==> config.mk <==
export PLATFORM = sky130hd
export DESIGN_NAME = ordered_list_insert_delete
export DESIGN_NICKNAME = d
export VERILOG_FILES = /design/src/hw/rtl/oli_pkg.sv /design/src/hw/rtl/oli_ctrl.sv /design/src/hw/rtl/oli_datapath.sv /design/src/hw/rtl/ordered_list_insert_delete.sv
export VERILOG_INCLUDE_DIRS = /design/src /design/src/hw/rtl
export SDC_FILE = /design/constraint.sdc
export NUM_CORES = 1
export LEC_CHECK = 0
export BUFFER_PORTS_ARGS = -buffer_cell sky130_fd_sc_hd__buf_2
export CORE_UTILIZATION = 45
export CTS_CLUSTER_DIAMETER = 120
export DETAILED_ROUTE_END_ITERATION = 16
export PLACE_DENSITY_LB_ADDON = 0.1
export SLEW_MARGIN = 30
export SYNTH_ARGS = -nofsm -noshare
export SYNTH_HDL_FRONTEND = slang
export SYNTH_SLANG_ARGS = --single-unit
==> constraint.sdc <==
create_clock -name aclk -period 16.8 [get_ports aclk]
set_input_delay 2.52 -clock aclk [delete_from_list [all_inputs] [get_ports aclk]]
set_output_delay 2.52 -clock aclk [all_outputs]
set_load 0.02 [all_outputs]
==> src/hw/rtl/ordered_list_insert_delete_macros.svh <==
// Assertion helpers included by the top-level RTL module.
`ifndef ORDERED_LIST_INSERT_DELETE_MACROS_SVH
`define ORDERED_LIST_INSERT_DELETE_MACROS_SVH

// Same-cycle implication, checked outside reset.
`define OLI_ASSERT_IMPL(label, clk, rstn, ante, cons, msg) \
    label: assert property (@(posedge clk) disable iff (!rstn) (ante) |-> (cons)) \
        else $error(msg);

// Next-cycle implication, checked outside reset.
`define OLI_ASSERT_NEXT(label, clk, rstn, ante, cons, msg) \
    label: assert property (@(posedge clk) disable iff (!rstn) (ante) |=> (cons)) \
        else $error(msg);

`endif

==> src/hw/rtl/oli_pkg.sv <==
`default_nettype none

package oli_pkg;

    localparam int DEFAULT_LIST_DEPTH = 16;

    localparam int CMD_W    = 3;
    localparam int VALUE_W  = 32;
    localparam int POS_W    = 8;
    localparam int STATUS_W = 2;
    // position/count width in the control interface, covers depth up to 256
    localparam int AT_W     = POS_W + 1;

    localparam logic [CMD_W-1:0] CMD_ADD_FRONT = 3'd0;
    localparam logic [CMD_W-1:0] CMD_ADD_BACK  = 3'd1;
    localparam logic [CMD_W-1:0] CMD_ADD_POS   = 3'd2;
    localparam logic [CMD_W-1:0] CMD_DEL_FRONT = 3'd3;
    localparam logic [CMD_W-1:0] CMD_DEL_BACK  = 3'd4;
    localparam logic [CMD_W-1:0] CMD_DEL_POS   = 3'd5;

    localparam logic [STATUS_W-1:0] STAT_DONE = 2'd0;
    localparam logic [STATUS_W-1:0] STAT_FULL = 2'd1;
    localparam logic [STATUS_W-1:0] STAT_NONE = 2'd2;

    // controller -> datapath
    typedef struct packed {
        logic                load;   // capture input value
        logic                exec;   // execute, load output register
        logic                ins;    // open a gap at 'at'
        logic                del;    // close the gap at 'at'
        logic [AT_W-1:0]     at;     // slot index
        logic [STATUS_W-1:0] status;
    } oli_cmd_t;

    // datapath -> controller
    typedef struct packed {
        logic [AT_W-1:0] count;
    } oli_stat_t;

endpackage

`default_nettype wire

==> src/hw/rtl/oli_ctrl.sv <==
`default_nettype none

module oli_ctrl import oli_pkg::*; #(
    parameter int LIST_DEPTH = DEFAULT_LIST_DEPTH
) (
    input  wire logic             aclk,
    input  wire logic             aresetn,
    input  wire logic             s_tvalid,
    output logic                  s_tready,
    input  wire logic [CMD_W-1:0] s_cmd,
    input  wire logic [POS_W-1:0] s_pos,
    output logic                  m_tvalid,
    input  wire logic             m_tready,
    input  wire oli_stat_t        stat,
    output oli_cmd_t              cmd
);

    localparam logic ST_IDLE = 1'b0;
    localparam logic ST_EXEC = 1'b1;

    logic             state_reg, state_next;
    logic             m_valid_reg, m_valid_next;
    logic [CMD_W-1:0] cmd_reg;
    logic [POS_W-1:0] pos_reg;

    logic                accept;
    logic                exec_go;
    logic [AT_W-1:0]     cnt;
    logic [AT_W-1:0]     idx;
    logic                full;
    logic                ins_ok;
    logic                del_ok;
    logic [AT_W-1:0]     at;
    logic [STATUS_W-1:0] status;

    assign s_tready = (state_reg == ST_IDLE);
    assign accept   = s_tvalid && s_tready;
    assign exec_go  = (state_reg == ST_EXEC) && (!m_valid_reg || m_tready);
    assign m_tvalid = m_valid_reg;

    assign cnt  = stat.count;
    assign full = (cnt == AT_W'(LIST_DEPTH));
    // 1-based position to slot; 0 and 1 both mean front
    assign idx  = (pos_reg <= POS_W'(1)) ? '0 : (AT_W'(pos_reg) - AT_W'(1));

    always_comb begin
        ins_ok = 1'b0;
        del_ok = 1'b0;
        at     = '0;
        case (cmd_reg)
            CMD_ADD_FRONT: begin
                ins_ok = !full;
                at     = '0;
            end
            CMD_ADD_BACK: begin
                ins_ok = !full;
                at     = cnt;
            end
            CMD_ADD_POS: begin
                ins_ok = !full;
                at     = (idx > cnt) ? cnt : idx;   // past the end appends
            end
            CMD_DEL_FRONT: begin
                del_ok = (cnt != '0);
                at     = '0;
            end
            CMD_DEL_BACK: begin
                del_ok = (cnt != '0);
                at     = cnt - AT_W'(1);
            end
            CMD_DEL_POS: begin
                del_ok = (idx < cnt);
                at     = idx;
            end
            default: begin
                ins_ok = 1'b0;
                del_ok = 1'b0;
            end
        endcase
    end

    always_comb begin
        status = STAT_DONE;
        if ((cmd_reg == CMD_ADD_FRONT || cmd_reg == CMD_ADD_BACK ||
             cmd_reg == CMD_ADD_POS) && full) begin
            status = STAT_FULL;
        end else if ((cmd_reg == CMD_DEL_FRONT || cmd_reg == CMD_DEL_BACK ||
                      cmd_reg == CMD_DEL_POS) && !del_ok) begin
            status = STAT_NONE;
        end
    end

    assign cmd.load   = accept;
    assign cmd.exec   = exec_go;
    assign cmd.ins    = exec_go && ins_ok;
    assign cmd.del    = exec_go && del_ok;
    assign cmd.at     = at;
    assign cmd.status = status;

    always_comb begin
        state_next   = state_reg;
        m_valid_next = m_valid_reg;
        if (m_tready) begin
            m_valid_next = 1'b0;
        end
        case (state_reg)
            ST_IDLE: begin
                if (accept) begin
                    state_next = ST_EXEC;
                end
            end
            ST_EXEC: begin
                if (exec_go) begin
                    state_next   = ST_IDLE;
                    m_valid_next = 1'b1;
                end
            end
            default: begin
                state_next = ST_IDLE;
            end
        endcase
    end

    always_ff @(posedge aclk) begin
        if (!aresetn) begin
            state_reg   <= ST_IDLE;
            m_valid_reg <= 1'b0;
        end else begin
            state_reg   <= state_next;
            m_valid_reg <= m_valid_next;
        end
    end

    always_ff @(posedge aclk) begin
        if (accept) begin
            cmd_reg <= s_cmd;
            pos_reg <= s_pos;
        end
    end

endmodule

`default_nettype wire

==> src/hw/rtl/oli_datapath.sv <==
`default_nettype none

module oli_datapath import oli_pkg::*; #(
    parameter int LIST_DEPTH = DEFAULT_LIST_DEPTH,
    parameter int CNT_W      = $clog2(LIST_DEPTH + 1)
) (
    input  wire logic                      aclk,
    input  wire logic                      aresetn,
    input  wire oli_cmd_t                  cmd,
    input  wire logic signed [VALUE_W-1:0] s_value,
    output oli_stat_t                      stat,
    output logic [STATUS_W-1:0]            out_status,
    output logic signed [VALUE_W-1:0]      out_removed,
    output logic [CNT_W-1:0]               out_count
);

    localparam int IDX_W = (LIST_DEPTH > 1) ? $clog2(LIST_DEPTH) : 1;

    logic signed [VALUE_W-1:0] entries_reg [LIST_DEPTH];
    logic signed [VALUE_W-1:0] value_reg;
    logic [CNT_W-1:0]          count_reg, count_next;
    logic [IDX_W-1:0]          at_i;
    logic [STATUS_W-1:0]       status_reg;
    logic signed [VALUE_W-1:0] removed_reg;
    logic [CNT_W-1:0]          count_out_reg;

    assign at_i       = cmd.at[IDX_W-1:0];
    assign stat.count = AT_W'(count_reg);

    always_ff @(posedge aclk) begin
        if (cmd.load) begin
            value_reg <= s_value;
        end
    end

    // slots past 'at' move back on insert; from 'at' on, forward on delete
    genvar k;
    generate
        for (k = 0; k < LIST_DEPTH; k++) begin : g_slot
            localparam logic [AT_W-1:0] KI = AT_W'(k);
            logic signed [VALUE_W-1:0] prev_w;
            logic signed [VALUE_W-1:0] nxt_w;

            if (k == 0) begin : g_first
                assign prev_w = value_reg;
            end else begin : g_mid
                assign prev_w = entries_reg[k-1];
            end

            if (k == LIST_DEPTH - 1) begin : g_last
                assign nxt_w = entries_reg[k];
            end else begin : g_inner
                assign nxt_w = entries_reg[k+1];
            end

            always_ff @(posedge aclk) begin
                if (cmd.ins) begin
                    if (KI > cmd.at) begin
                        entries_reg[k] <= prev_w;
                    end else if (KI == cmd.at) begin
                        entries_reg[k] <= value_reg;
                    end
                end else if (cmd.del && (KI >= cmd.at)) begin
                    entries_reg[k] <= nxt_w;
                end
            end
        end
    endgenerate

    always_comb begin
        count_next = count_reg;
        if (cmd.ins) begin
            count_next = count_reg + CNT_W'(1);
        end else if (cmd.del) begin
            count_next = count_reg - CNT_W'(1);
        end
    end

    always_ff @(posedge aclk) begin
        if (!aresetn) begin
            count_reg <= '0;
        end else begin
            count_reg <= count_next;
        end
    end

    always_ff @(posedge aclk) begin
        if (cmd.exec) begin
            status_reg    <= cmd.status;
            removed_reg   <= cmd.del ? entries_reg[at_i] : '0;
            count_out_reg <= count_next;
        end
    end

    assign out_status  = status_reg;
    assign out_removed = removed_reg;
    assign out_count   = count_out_reg;

endmodule

`default_nettype wire

==> src/hw/rtl/ordered_list_insert_delete.sv <==
// Ordered list of signed 32-bit values, LIST_DEPTH entries deep, slot 0 at
// the front. Each input transaction carries a command (add front, add back,
// add at a 1-based position, delete front, delete back, delete at position);
// each produces exactly one result transaction with a status (done, list
// full, nothing to delete there), the removed value (zero unless a delete
// succeeded) and the entry count after the command. Positions 0 and 1 both
// mean the front; an insert past the end appends, a delete past the end
// fails. Unused command codes change nothing and report done. Entries live
// in a register bank that shifts every slot behind the target in parallel,
// so a command is first captured, then updates the bank and loads the result
// register in the execute state. A new command is accepted only after the
// previous one has updated the bank; a result still waiting on the output
// register holds the update but not the capture of the next command.
// No clearing pass after reset: the count starts at zero.
`default_nettype none

module ordered_list_insert_delete import oli_pkg::*; #(
    parameter int  LIST_DEPTH = DEFAULT_LIST_DEPTH,
    localparam int CNT_W      = $clog2(LIST_DEPTH + 1),
    localparam int S_RAW_W    = CMD_W + VALUE_W + POS_W,
    localparam int S_TDATA_W  = ((S_RAW_W + 7) / 8) * 8,
    localparam int M_RAW_W    = STATUS_W + VALUE_W + CNT_W,
    localparam int M_TDATA_W  = ((M_RAW_W + 7) / 8) * 8
) (
    input  wire logic                  aclk,
    input  wire logic                  aresetn,
    // command transactions
    input  wire logic                  s_tvalid,
    output logic                       s_tready,
    input  wire logic [S_TDATA_W-1:0]  s_tdata,  // cmd[2:0], value[34:3], pos[42:35]
    // result transactions
    output logic                       m_tvalid,
    input  wire logic                  m_tready,
    output logic [M_TDATA_W-1:0]       m_tdata   // status, removed_value, count
);

    logic [CMD_W-1:0]          s_cmd;
    logic signed [VALUE_W-1:0] s_value;
    logic [POS_W-1:0]          s_pos;

    oli_cmd_t  cmd;
    oli_stat_t stat;

    logic [STATUS_W-1:0]       out_status;
    logic signed [VALUE_W-1:0] out_removed;
    logic [CNT_W-1:0]          out_count;

    // unpack the command transaction
    assign s_cmd   = s_tdata[CMD_W-1:0];
    assign s_value = s_tdata[CMD_W+VALUE_W-1:CMD_W];
    assign s_pos   = s_tdata[S_RAW_W-1:CMD_W+VALUE_W];

    oli_ctrl #(
        .LIST_DEPTH (LIST_DEPTH)
    ) u_ctrl (
        .aclk     (aclk),
        .aresetn  (aresetn),
        .s_tvalid (s_tvalid),
        .s_tready (s_tready),
        .s_cmd    (s_cmd),
        .s_pos    (s_pos),
        .m_tvalid (m_tvalid),
        .m_tready (m_tready),
        .stat     (stat),
        .cmd      (cmd)
    );

    oli_datapath #(
        .LIST_DEPTH (LIST_DEPTH),
        .CNT_W      (CNT_W)
    ) u_datapath (
        .aclk        (aclk),
        .aresetn     (aresetn),
        .cmd         (cmd),
        .s_value     (s_value),
        .stat        (stat),
        .out_status  (out_status),
        .out_removed (out_removed),
        .out_count   (out_count)
    );

    // status lowest, then removed value, then count; zero padded to bytes
    assign m_tdata = M_TDATA_W'({out_count, out_removed, out_status});

`include "ordered_list_insert_delete_macros.svh"

    `OLI_ASSERT_IMPL(a_count_bound, aclk, aresetn, m_tvalid,
        out_count <= CNT_W'(LIST_DEPTH), "count above list depth")
    `OLI_ASSERT_IMPL(a_full_count, aclk, aresetn, m_tvalid && (out_status == STAT_FULL),
        out_count == CNT_W'(LIST_DEPTH), "full status with room left")
    `OLI_ASSERT_IMPL(a_fail_zero, aclk, aresetn, m_tvalid && (out_status != STAT_DONE),
        out_removed == '0, "failed command returned a value")
    `OLI_ASSERT_NEXT(a_one_inflight, aclk, aresetn, s_tvalid && s_tready,
        !s_tready, "second command taken during update")

endmodule

`default_nettype wire

==> results by group, run 1 <==
Worst setup path
  – Crit-path max FO: 52
  – Worst path required time: 17.15 ns
  – Worst stage delay on the critical path: 0.72 ns
  – Crit path DAT: 7.04 ns
  – Crit path kind: register to register
  – Crit path launch type: register
  – Slowest stage cell on the critical path: or2_4
  – Crit. End Element: register
  – CP Cell Sequence: inv_1 > ha_1 > xnor2_1 > a31oi_1 > ha_1 > o21ai_0 > a21oi_1 > o21a_1 > o21ai_0 > and4_1 > or2_4 > buf_12 > nor2_1 > o21ai_4 > buf_4 > mux2_2

Timing
  – Final setup viols: 0
  – Final hold vios: 0
  – Fin Clk Skew: 0.0305 ns
  – Max Freq: 150 MHz
  – Max_slew headroom: 0.281
  – Unrepaired setup endpoints after global routing: no
  – Worst-Margin Slew: 1.08 ns
  – Period minus WS final: 6.69 ns
  – Period Utilization, post-route: 0.398
  – Final slew viol count: 0
  – Setup TNS: 0 ns

Place
  – RePlAce Congestion: 0.837
  – Final HPWL DP: 66900 um
  – Placed insts: 3809
  – Number of port buffers: 87

Run
  – Max-Cap Viols: 0

Synth
  – Top_reg_cell synth: edfxtp_1
  – Post-synthesis sequential area ratio: 0.520
  – Mux share of post-synthesis cell area: 0.255
  – Synth warn: 0
  – Simple-Gate Fraction of Synth Area: 0.0667
  – Syn Inst Count: 2872
  – Post-synth top area share: 0.516
  – Post-synthesis async set-or-reset flop share: 0
  – Synth Area in Compound Gates: 0.113
  – Synth top area cells: edfxtp_1, mux2i_1, mux2_2
  – Post-Synth XOR/XNOR Area: 0.00152
  – Synthesized cell area: 34600 sq um
  – Adder-cell area share of the yosys netlist: 0.00326
  – Synth Register Bits: 601
  – Synth top cells by count: edfxtp_1, mux2i_1, mux2_2, nor2_1, clkbuf_1
  – Synth unique cells: 73
  – Mapped Avg Cell Area: 12.0 sq um
  – EDFF count, synth: 594
  – Most common cell in the netlist: edfxtp_1
  – Post-synthesis net count: 2933
  – Largest family of logic cells by synthesized area: multiplexers
  – Most area-hungry cell type in the Yosys netlist: edfxtp_1

Floorplanning
  – # IOs: 94
  – Initial Util: 0.455
  – Die width: 279 um
  – Row Count: 101
  – Die area: 78000 sq um
  – Area of the core: 75900 sq um
  – Die Y-Extent: 279 um

Clock network
  – PostCTS Resize Cnt: 0
  – Clock transition at path regs: 0.05 ns
  – Max Root-Sink Buffers: 3
  – Num CTS Buffers: 72
  – Hold-fix buffers, CTS: 0
  – Clock insertion delay at the later pin of the skew report: 0.63 ns
  – Setup Fix Bufs, Post-CTS: 0
  – Root Driver: clkbuf_16
  – CTS tree: done
  – Clk sinks: 601
  – H-tree depth: 3

Power
  – Logic pwr share: 0.100
  – Clock Power Share: 0.422
  – NetSw: 965 uW
  – Worst VDD drop: 0.0704 mV
  – Internal power: 2740 uW
  – Switching Share: 0.261
  – Power Dens Cells: 96.4 nW/um^2
  – Leak pwr: 0.0132 uW
  – Total power: 3700 uW
  – Sequential group share of total power: 0.478

Global route
  – Number of antenna violations at the first check in global routing: 0
  – Largest net degree at the start of global routing: 127
  – Remaining global-route overflow: 0
  – Tot GR Track Use: 0.304
  – First-pass GRT wire length: 173000 um
  – Vias in the first global route: 25.1k

Detailed routing
  – DRT Pass-1 Iters: 5
  – DRC Markers: 0
  – DR vias/cell: 6.42
  – Routed wire per std cell: 30.3 um
  – Post-DRT Antenna Nets: 0
  – DR iter-0 viols: 2493
  – Vias: 25.3k
  – Routed WL: 120000 um

Min path
  – Worst Hold Class: register to register

Final layout
  – Fraction of layout cells with a size suffix above 1: 0.212
  – Antenna diodes: 0
  – Final #Nets: 2916
  – P&R area growth vs syn: 11.0%
  – Filler-free cell count of the finished design: 3942
  – Max reg flops: 512

Outcome
  – Outcome: finished clean
-- layout make-up --
class                      instances  area, sq um
inverter                          37          141
multi-input combinational       1979        15500
fill                            6593        37500
clock buffer                      88         1950
clock inverter                    43          347
tap                             1030         1290
timing repair buffer             164         1160
sequential                       601        18000
-- kinds of logic after synthesis --
logic type,after synthesis
compound gates,626
xor+xnor,6
fa+ha+maj,9
buf+inv,292
flops,601
mux,834
other cells,1
simple gates,503
-- power groups by stage --
stage | sequential [uW] | combinational, uW | clock (uW)
after floorplan | 1780 | 240 | 0
after global placement | 1800 | 355 | 0
after detailed placement | 1800 | 363 | 0
after CTS | 1770 | 364 | 1580
after global routing | 1780 | 388 | 1640
final | 1770 | 369 | 1560
-- cells in the final DEF, fill, tap and decap left out, types with 77 or more instances in the layout --
cell type | synthesis | final
a21oi_1 | 143 | 138
mux2_2 | 270 | 270
o22ai_1 | 128 | 128
buf_2 | 58 | 87
a31oi_1 | 77 | 77
edfxtp_1 | 594 | 594
o21ai_0 | 151 | 151
nand2_1 | 112 | 102
mux2i_1 | 450 | 450
mux2_1 | 114 | 114
nor2_1 | 235 | 225
-- path summary, 6_finish.rpt --
| path | start | end | slack (ns) | cells after the start |
|---|---|---|---|---|
| worst min-delay path | u_ctrl.m_tvalid | u_ctrl.m_tvalid | 0.50 | 2 |
| worst min register to register | u_ctrl.m_tvalid | u_ctrl.m_tvalid | 0.50 | 2 |
| worst max-delay path | u_ctrl.pos_reg[0] | u_datapath.entries_reg[12][31] | 10.11 | 16 |
| worst max register to register | u_ctrl.pos_reg[0] | u_datapath.entries_reg[12][31] | 10.11 | 16 |
-- metrics by stage --
step	utilization	hold slack (ns)	setup slack [ns]	cell area [sq um]
5_1_grt	0.506	0.557	9.89	38400
2_1_floorplan	-	0.510	9.97	34600
3_5_place_dp	0.475	0.505	9.71	36100
6_report	0.506	0.505	10.11	38400
3_3_place_gp	0.473	0.478	9.69	35900
4_1_cts	0.505	0.512	9.71	38300
-- critical path: cells and delay by family (launching register included) --
family / cells / cell delay (ns)
fa+ha+maj: 2 / 0.79
compound gates: 6 / 2.11
flops: 1 / 0.47
buf+inv: 3 / 1.05
xor+xnor: 1 / 0.11
mux: 1 / 0.39
simple gates: 3 / 1.34
-- metal layers --
layer / global-route usage / share of wire / vias to the layer above / wire [um]
li1: - / - / 11100 / -
met2: 0.489 / 0.46 / 1230 / 55500
met4: 0.130 / 0.042 / 0 / 5060
met3: 0.0567 / 0.081 / 272 / 9690
met5: 0 / 0 / - / 0
met1: 0.400 / 0.41 / 12700 / 49400
No activity file was read; power rests on OpenSTA's default activity.
==> run 2: changes to the inputs <==
==> constraint.sdc (replaced) <==
create_clock -name aclk -period 6.42 [get_ports aclk]
set_input_delay 0.963 -clock aclk [delete_from_list [all_inputs] [get_ports aclk]]
set_output_delay 0.963 -clock aclk [all_outputs]
set_load 0.02 [all_outputs]
==> run 2 against run 1 <==
Total power rose to 2.6 times the previous value. Fmax rose by 16%. Global-route usage rose by 0.37 points. Worst hold slack improved by 0.0074 ns. Via count rose by 1.5%. Utilization rose by 0.48 points. Cell count rose by 0.68%. Clock skew fell by 0.012 ns. Worst setup slack got worse by 9.4 ns. Register-to-register slack got worse by 9.4 ns. Largest cell class unchanged. Largest power group unchanged.
==> results by group, run 2 (synthesis gave the netlist of run 1 again) <==
Place
  – Cell Area, Placed: 36600 sq um (was 36100 sq um)
  – Number of port buffers: 87 (unchanged)
  – Placed insts: 3840 (was 3809)
  – Final HPWL DP: 70200 um (was 66900 um)
  – RePlAce Congestion: 0.828 (was 0.837)

Clock network
  – Root Driver: clkbuf_16 (unchanged)
  – Hold-fix buffers, CTS: 0 (unchanged)
  – CTS tree: done (unchanged)
  – Clk sinks: 601 (unchanged)
  – Setup Fix Bufs, Post-CTS: 0 (unchanged)
  – H-tree depth: 3 (unchanged)
  – Num CTS Buffers: 73 (was 72)
  – Clock insertion delay at the later pin of the skew report: 0.63 ns (about the same)
  – Max Root-Sink Buffers: 3 (unchanged)
  – PostCTS Resize Cnt: 0 (unchanged)
  – Clock transition at path regs: 0.06 ns (was 0.05 ns)

Final layout
  – Most common cell after layout, fill and taps aside: edfxtp_1 (unchanged)
  – Util after Layout: 0.510 (was 0.506)
  – Multi-input logic area: 15500 sq um (unchanged)
  – Final #Nets: 2946 (was 2916)
  – Fraction of layout cells with a size suffix above 1: 0.217 (was 0.212)
  – Antenna diodes: 0 (unchanged)
  – Register area: 18000 sq um (unchanged)
  – Filler Cell Count: 6702 (was 6593)
  – Max reg flops: 512 (unchanged)
  – P&R area growth vs syn: 12.1% (was 11.0%)
  – Filler-free cell count of the finished design: 3969 (was 3942)
  – Post-Layout Inst Area: 38800 sq um (was 38400 sq um)
  – Most frequent cells in the layout: edfxtp_1, mux2i_1, mux2_2 (unchanged)

Timing
  – Max_slew headroom: 0.364 (was 0.281)
  – Max Freq: 174 MHz (was 150 MHz)
  – Fin Clk Skew: 0.0187 ns (was 0.0305 ns)
  – Worst-Margin Slew: 0.949 ns (was 1.08 ns)
  – Final hold vios: 0 (unchanged)
  – Unrepaired setup endpoints after global routing: no (unchanged)
  – Setup TNS: 0 ns (unchanged)
  – Final setup viols: 0 (unchanged)
  – Period minus WS final: 5.75 ns (was 6.69 ns)
  – Final slew viol count: 0 (unchanged)
  – Period Utilization, post-route: 0.896 (was 0.398)

Global route
  – Number of antenna violations at the first check in global routing: 2 (was 0)
  – Tot GR Track Use: 0.307 (was 0.304)
  – Vias in the first global route: 25.4k (was 25.1k)
  – Largest net degree at the start of global routing: 65 (was 127)
  – First-pass GRT wire length: 176000 um (was 173000 um)
  – Remaining global-route overflow: 0 (unchanged)

Worst setup path
  – Reg-to-Reg End: u_datapath.entries_reg[12][3] (was u_datapath.entries_reg[12][31])
  – Crit-path max FO: 23 (was 52)
  – Flop2flop setup slack: 0.67 ns (was 10.11 ns)
  – Worst path required time: 6.79 ns (was 17.15 ns)
  – RR Startpoint: u_ctrl.pos_reg[0] (unchanged)
  – Delay-heaviest family, CP: compound AO/OA/AOI/OAI gates (unchanged)
  – CP Depth: 15 (was 16)
  – Worst stage delay on the critical path: 0.81 ns (was 0.72 ns)
  – Crit path kind: register to register (unchanged)
  – Slowest stage cell on the critical path: a21oi_2 (was or2_4)
  – Crit. End Element: register (unchanged)
  – Worst path bufs/invs: 2 (was 3)
  – Crit path launch type: register (unchanged)
  – R2R depth: 15 (was 16)
  – Crit path DAT: 6.12 ns (was 7.04 ns)
  – CP Cell Sequence: inv_1 > ha_1 > xnor2_1 > a31oi_1 > ha_1 > o21ai_0 > a21oi_1 > o21a_1 > o21ai_0 > a31oi_2 > a21oi_2 > and4_2 > buf_12 > mux2_2 > mux2_2 (was inv_1 > ha_1 > xnor2_1 > a31oi_1 > ha_1 > o21ai_0 > a21oi_1 > o21a_1 > o21ai_0 > and4_1 > or2_4 > buf_12 > nor2_1 > o21ai_4 > buf_4 > mux2_2)

Detailed routing
  – Vias: 25.7k (was 25.3k)
  – DRC Markers: 0 (unchanged)
  – DR vias/cell: 6.47 (was 6.42)
  – DR iter-0 viols: 2984 (was 2493)
  – Routed WL: 121000 um (was 120000 um)
  – Post-DRT Antenna Nets: 0 (unchanged)
  – Routed wire per std cell: 30.5 um (was 30.3 um)
  – DRT Pass-1 Iters: 5 (unchanged)

Power
  – Total power: 9620 uW (was 3700 uW)
  – Power Dens Cells: 248 nW/um^2 (was 96.4 nW/um^2)
  – Leak pwr: 0.0133 uW (was 0.0132 uW)
  – Worst VDD drop: 0.203 mV (was 0.0704 mV)

Floorplanning
  – # IOs: 94 (unchanged)
  – Die Y-Extent: 279 um (unchanged)
  – Die area: 78000 sq um (unchanged)
  – Area of the core: 75900 sq um (unchanged)
  – Die width: 279 um (unchanged)
  – Initial Util: 0.455 (unchanged)
  – Row Count: 101 (unchanged)

Outcome
  – Outcome: finished clean (unchanged)

Min path
  – Hold path startpoint: s_tdata[23] (was u_ctrl.m_tvalid)
  – Hold-critical path depth: 1 (was 2)
  – Worst Hold Class: input pin to register (was register to register)
  – Hold Path End: u_datapath.g_slot[0].prev_w[20] (was u_ctrl.m_tvalid)

Run
  – Max-Cap Viols: 0 (unchanged)
run 2: per-stage QoR:
stage	worst slack, ns	hold WS, ns
floorplan	0.873	0.510
global placement	0.858	0.484
detailed placement	0.763	0.524
CTS	0.767	0.480
global route	0.393	0.487
finish	0.671	0.512
run 2: where the power goes:
part | internal (uW) | switching [uW]
Sequential | 4480 | 153
Clock | 2270 | 1710
Combinational | 347 | 657
Total | 7100 | 2520
run 2: cell type report:
type                            count  area share
Timing Repair Buffer              193      0.0418
Clock inverter                     36     0.00746
Multi-Input combinational cell   1979       0.401
Sequential cell                   601       0.464
Inverter                           37     0.00358
Tap cell                         1030      0.0332
Clock buffer                       93      0.0493
run 2: layer usage:
layer  track usage  vias up  routed length (um)
li1              -    11100                   -
met1         0.416    13100               51100
met2         0.496     1215               56800
met3        0.0510      266                8790
met4         0.110        0                4430
met5             0        -                   0
run 2: worst max-delay path by stage:
stage,start,to,slack [ns]
2_1_floorplan,u_ctrl.pos_reg[0],u_datapath.entries_reg[5][0],0.87
3_3_place_gp,u_ctrl.pos_reg[0],u_datapath.entries_reg[12][17],0.86
3_5_place_dp,u_ctrl.pos_reg[0],u_datapath.entries_reg[12][19],0.76
4_1_cts,u_ctrl.pos_reg[0],u_datapath.entries_reg[12][6],0.77
5_1_grt,u_ctrl.pos_reg[0],u_datapath.entries_reg[12][16],0.39
6_report,u_ctrl.pos_reg[0],u_datapath.entries_reg[12][3],0.67
==> run 3: changes to the inputs <==
--- a/config.mk
+++ b/config.mk
@@ -6,6 +6,7 @@
 export SDC_FILE = /design/constraint.sdc
 export NUM_CORES = 1
 export LEC_CHECK = 0
+export ABC_AREA = 1
 export BUFFER_PORTS_ARGS = -buffer_cell sky130_fd_sc_hd__buf_2
 export CORE_UTILIZATION = 45
 export CTS_CLUSTER_DIAMETER = 120
==> run 3 against run 2 <==
Area after synthesis increased by 12%. Sequential power is 2% lower. Synthesized cell count is 90% higher. Final area is 9.4% higher. Total power is 6.2% higher. Largest cell class unchanged. Largest power group unchanged.
==> results by group, run 3 <==
Global route
  – Vias in the first global route: 35.3k (was 25.4k)
  – Remaining global-route overflow: 0 (unchanged)
  – Number of antenna violations at the first check in global routing: 0 (was 2)
  – Largest net degree at the start of global routing: 134 (was 65)
  – Tot GR Track Use: 0.320 (was 0.307)
  – First-pass GRT wire length: 213000 um (was 176000 um)

Synth
  – Mapped Avg Cell Area: 7.10 sq um (was 12.0 sq um)
  – Syn Inst Count: 5470 (was 2872)
  – Synth top cells by count: nand2_1, nand3_1, edfxtp_1, inv_1 (was edfxtp_1, mux2i_1, mux2_2, nor2_1, clkbuf_1)
  – Most common cell in the netlist: nand2_1 (was edfxtp_1)
  – Synth unique cells: 40 (was 73)
  – Synthesized cell area: 38800 sq um (was 34600 sq um)
  – Most area-hungry cell type in the Yosys netlist: edfxtp_1 (unchanged)
  – Post-synthesis sequential area ratio: 0.463 (was 0.520)
  – Post-synthesis async set-or-reset flop share: 0 (unchanged)
  – Top_reg_cell synth: edfxtp_1 (unchanged)
  – Post-synth top area share: 0.460 (was 0.516)
  – Synth top area cells: edfxtp_1, nand2_1, nand3_1 (was edfxtp_1, mux2i_1, mux2_2)
  – Post-synthesis net count: 5531 (was 2933)
  – Synth warn: 0 (unchanged)
  – EDFF count, synth: 594 (unchanged)
  – Synth Register Bits: 601 (unchanged)

Final layout
  – Fraction of layout cells with a size suffix above 1: 0.0718 (was 0.217)
  – Most common cell after layout, fill and taps aside: nand2_1 (was edfxtp_1)
  – Max reg flops: 512 (unchanged)
  – Util after Layout: 0.497 (was 0.510)
  – Post-Layout Inst Area: 42400 sq um (was 38800 sq um)
  – Final #Nets: 5367 (was 2946)
  – Antenna diodes: 0 (unchanged)
  – P&R area growth vs syn: 9.28% (was 12.1%)
  – Most frequent cells in the layout: nand2_1, nand3_1, edfxtp_1 (was edfxtp_1, mux2i_1, mux2_2)

Power
  – Worst VDD drop: 0.186 mV (was 0.203 mV)
  – Power Dens Cells: 241 nW/um^2 (was 248 nW/um^2)
  – Leak pwr: 0.0201 uW (was 0.0133 uW)

Worst setup path
  – Crit path launch type: register (unchanged)
  – Crit-path max FO: 39 (was 23)
  – Crit path DAT: 5.69 ns (was 6.12 ns)
  – Crit. End Element: register (unchanged)
  – Worst path required time: 6.81 ns (was 6.79 ns)
  – Crit path kind: register to register (unchanged)

Floorplanning
  – # IOs: 94 (unchanged)
  – Die width: 296 um (was 279 um)
  – Area of the core: 85300 sq um (was 75900 sq um)
  – Initial Util: 0.455 (about the same)
  – Die Y-Extent: 296 um (was 279 um)
  – Die area: 87400 sq um (was 78000 sq um)
  – Row Count: 107 (was 101)

Detailed routing
  – Routed WL: 140000 um (was 121000 um)
  – DRC Markers: 0 (unchanged)
  – Post-DRT Antenna Nets: 0 (unchanged)
  – DR vias/cell: 5.76 (was 6.47)
  – DRT Pass-1 Iters: 6 (was 5)
  – Routed wire per std cell: 21.6 um (was 30.5 um)
  – Vias: 37.5k (was 25.7k)
  – DR iter-0 viols: 4033 (was 2984)

Clock network
  – Setup Fix Bufs, Post-CTS: 0 (unchanged)
  – PostCTS Resize Cnt: 0 (unchanged)
  – Num CTS Buffers: 74 (was 73)
  – Clock insertion delay at the later pin of the skew report: 0.64 ns (was 0.63 ns)
  – CTS tree: done (unchanged)
  – H-tree depth: 3 (unchanged)
  – Clk sinks: 601 (unchanged)
  – Root Driver: clkbuf_16 (unchanged)
  – Clock transition at path regs: 0.06 ns (about the same)
  – Hold-fix buffers, CTS: 0 (unchanged)
  – Max Root-Sink Buffers: 3 (unchanged)

Timing
  – Max Freq: 189 MHz (was 174 MHz)
  – Period minus WS final: 5.30 ns (was 5.75 ns)
  – Final setup viols: 0 (unchanged)
  – Setup TNS: 0 ns (unchanged)
  – Max_slew headroom: 0.332 (was 0.364)
  – Final slew viol count: 0 (unchanged)
  – Fin Clk Skew: 0.0209 ns (was 0.0187 ns)
  – Final hold vios: 0 (unchanged)
  – Worst-Margin Slew: 1.00 ns (was 0.949 ns)
  – Period Utilization, post-route: 0.826 (was 0.896)
  – Unrepaired setup endpoints after global routing: no (unchanged)

Place
  – Number of port buffers: 87 (unchanged)
  – Final HPWL DP: 90600 um (was 70200 um)
  – RePlAce Congestion: 0.912 (was 0.828)
  – Cell Area, Placed: 39900 sq um (was 36600 sq um)

Min path
  – Worst Hold Class: register to register (was input pin to register)

Outcome
  – Outcome: finished clean (unchanged)

Run
  – Max-Cap Viols: 0 (unchanged)
==> run 3: metrics by stage <==
| stage | hold slack [ns] | setup WS (ns) | total power (uW) | cells |
|---|---|---|---|---|
| floorplan | 0.506 | 0.625 | 5460 | 5470 |
| global placement | 0.491 | 1.28 | 5940 | 6368 |
| detailed placement | 0.491 | 1.18 | 5960 | 6371 |
| CTS | 0.475 | 1.17 | 10200 | 6502 |
| global route | 0.480 | 0.741 | 10500 | 6505 |
| finish | 0.505 | 1.12 | 10200 | 6505 |
==> run 3: final cells by class <==
cell class | count | area (sq um)
Sequential cell | 601 | 18000
Tap cell | 1144 | 1430
Clock buffer | 92 | 2030
Multi-Input combinational cell | 3938 | 17300
Inverter | 514 | 1950
Fill cell | 8604 | 42900
Timing Repair Buffer | 177 | 1320
Clock inverter | 39 | 374
==> run 3: metal layers <==
metal  track usage  vias up  wire length (um)
met5             0        -                 0
met4         0.162        0              7630
met1         0.425    18000             57500
li1              -    17500                 -
met3        0.0337      344              9730
met2         0.518     1678             65500
==> run 3: path summary, 6_finish.rpt <==
kind,from,end,slack (ns),cells after the start
max reg2reg,u_ctrl.pos_reg[0],u_datapath.entries_reg[6][27],1.12,25
max,u_ctrl.pos_reg[0],u_datapath.entries_reg[6][27],1.12,25
min reg2reg,u_ctrl.m_tvalid,u_ctrl.m_tvalid,0.51,2
min,u_ctrl.m_tvalid,u_ctrl.m_tvalid,0.51,2
==> run 3: cell families (layout without fill, tap and decap cells) <==
| logic type | count (synthesis) | count (layout) | share of synthesized area |
|---|---|---|---|
| and+or+nand+nor | 3700 | 3700 | 0.407 |
| DFF | 601 | 601 | 0.463 |
| xor gates and xnor gates | 6 | 6 | 0.00135 |
| other | 1 | 1 | 0.0000966 |
| adders and majority gates | 9 | 9 | 0.00290 |
| AOI/OAI and AO/OA | 222 | 222 | 0.0294 |
| buffers and inverters | 931 | 822 | 0.0962 |
==> run 3: critical path, cell delays in order (launching register included) <==
cell	delay [ns]
edfxtp_1	0.43
ha_1	0.22
o21bai_1	0.20
nand2_1	0.10
nor2_2	0.05
or2_2	0.31
inv_1	0.07
ha_1	0.23
nand3b_1	0.09
nand2_1	0.05
nand2_1	0.05
nand2_1	0.09
a21oi_4	0.24
nand3_1	0.11
nand3_1	0.13
nand3_4	0.21
buf_4	0.37
nand2_1	0.18
nor2_2	0.04
buf_4	0.19
inv_2	0.06
nand2_1	0.12
nor2_4	0.71
inv_2	0.52
nand2_1	0.19
nand2_1	0.06
==> run 3: report_power, final <==
group / total (uW) / switching, uW / internal (uW)
registers: 4540 / 105 / 4430
logic: 1380 / 1040 / 338
clock network: 4300 / 1780 / 2520
total: 10200 / 2930 / 7290
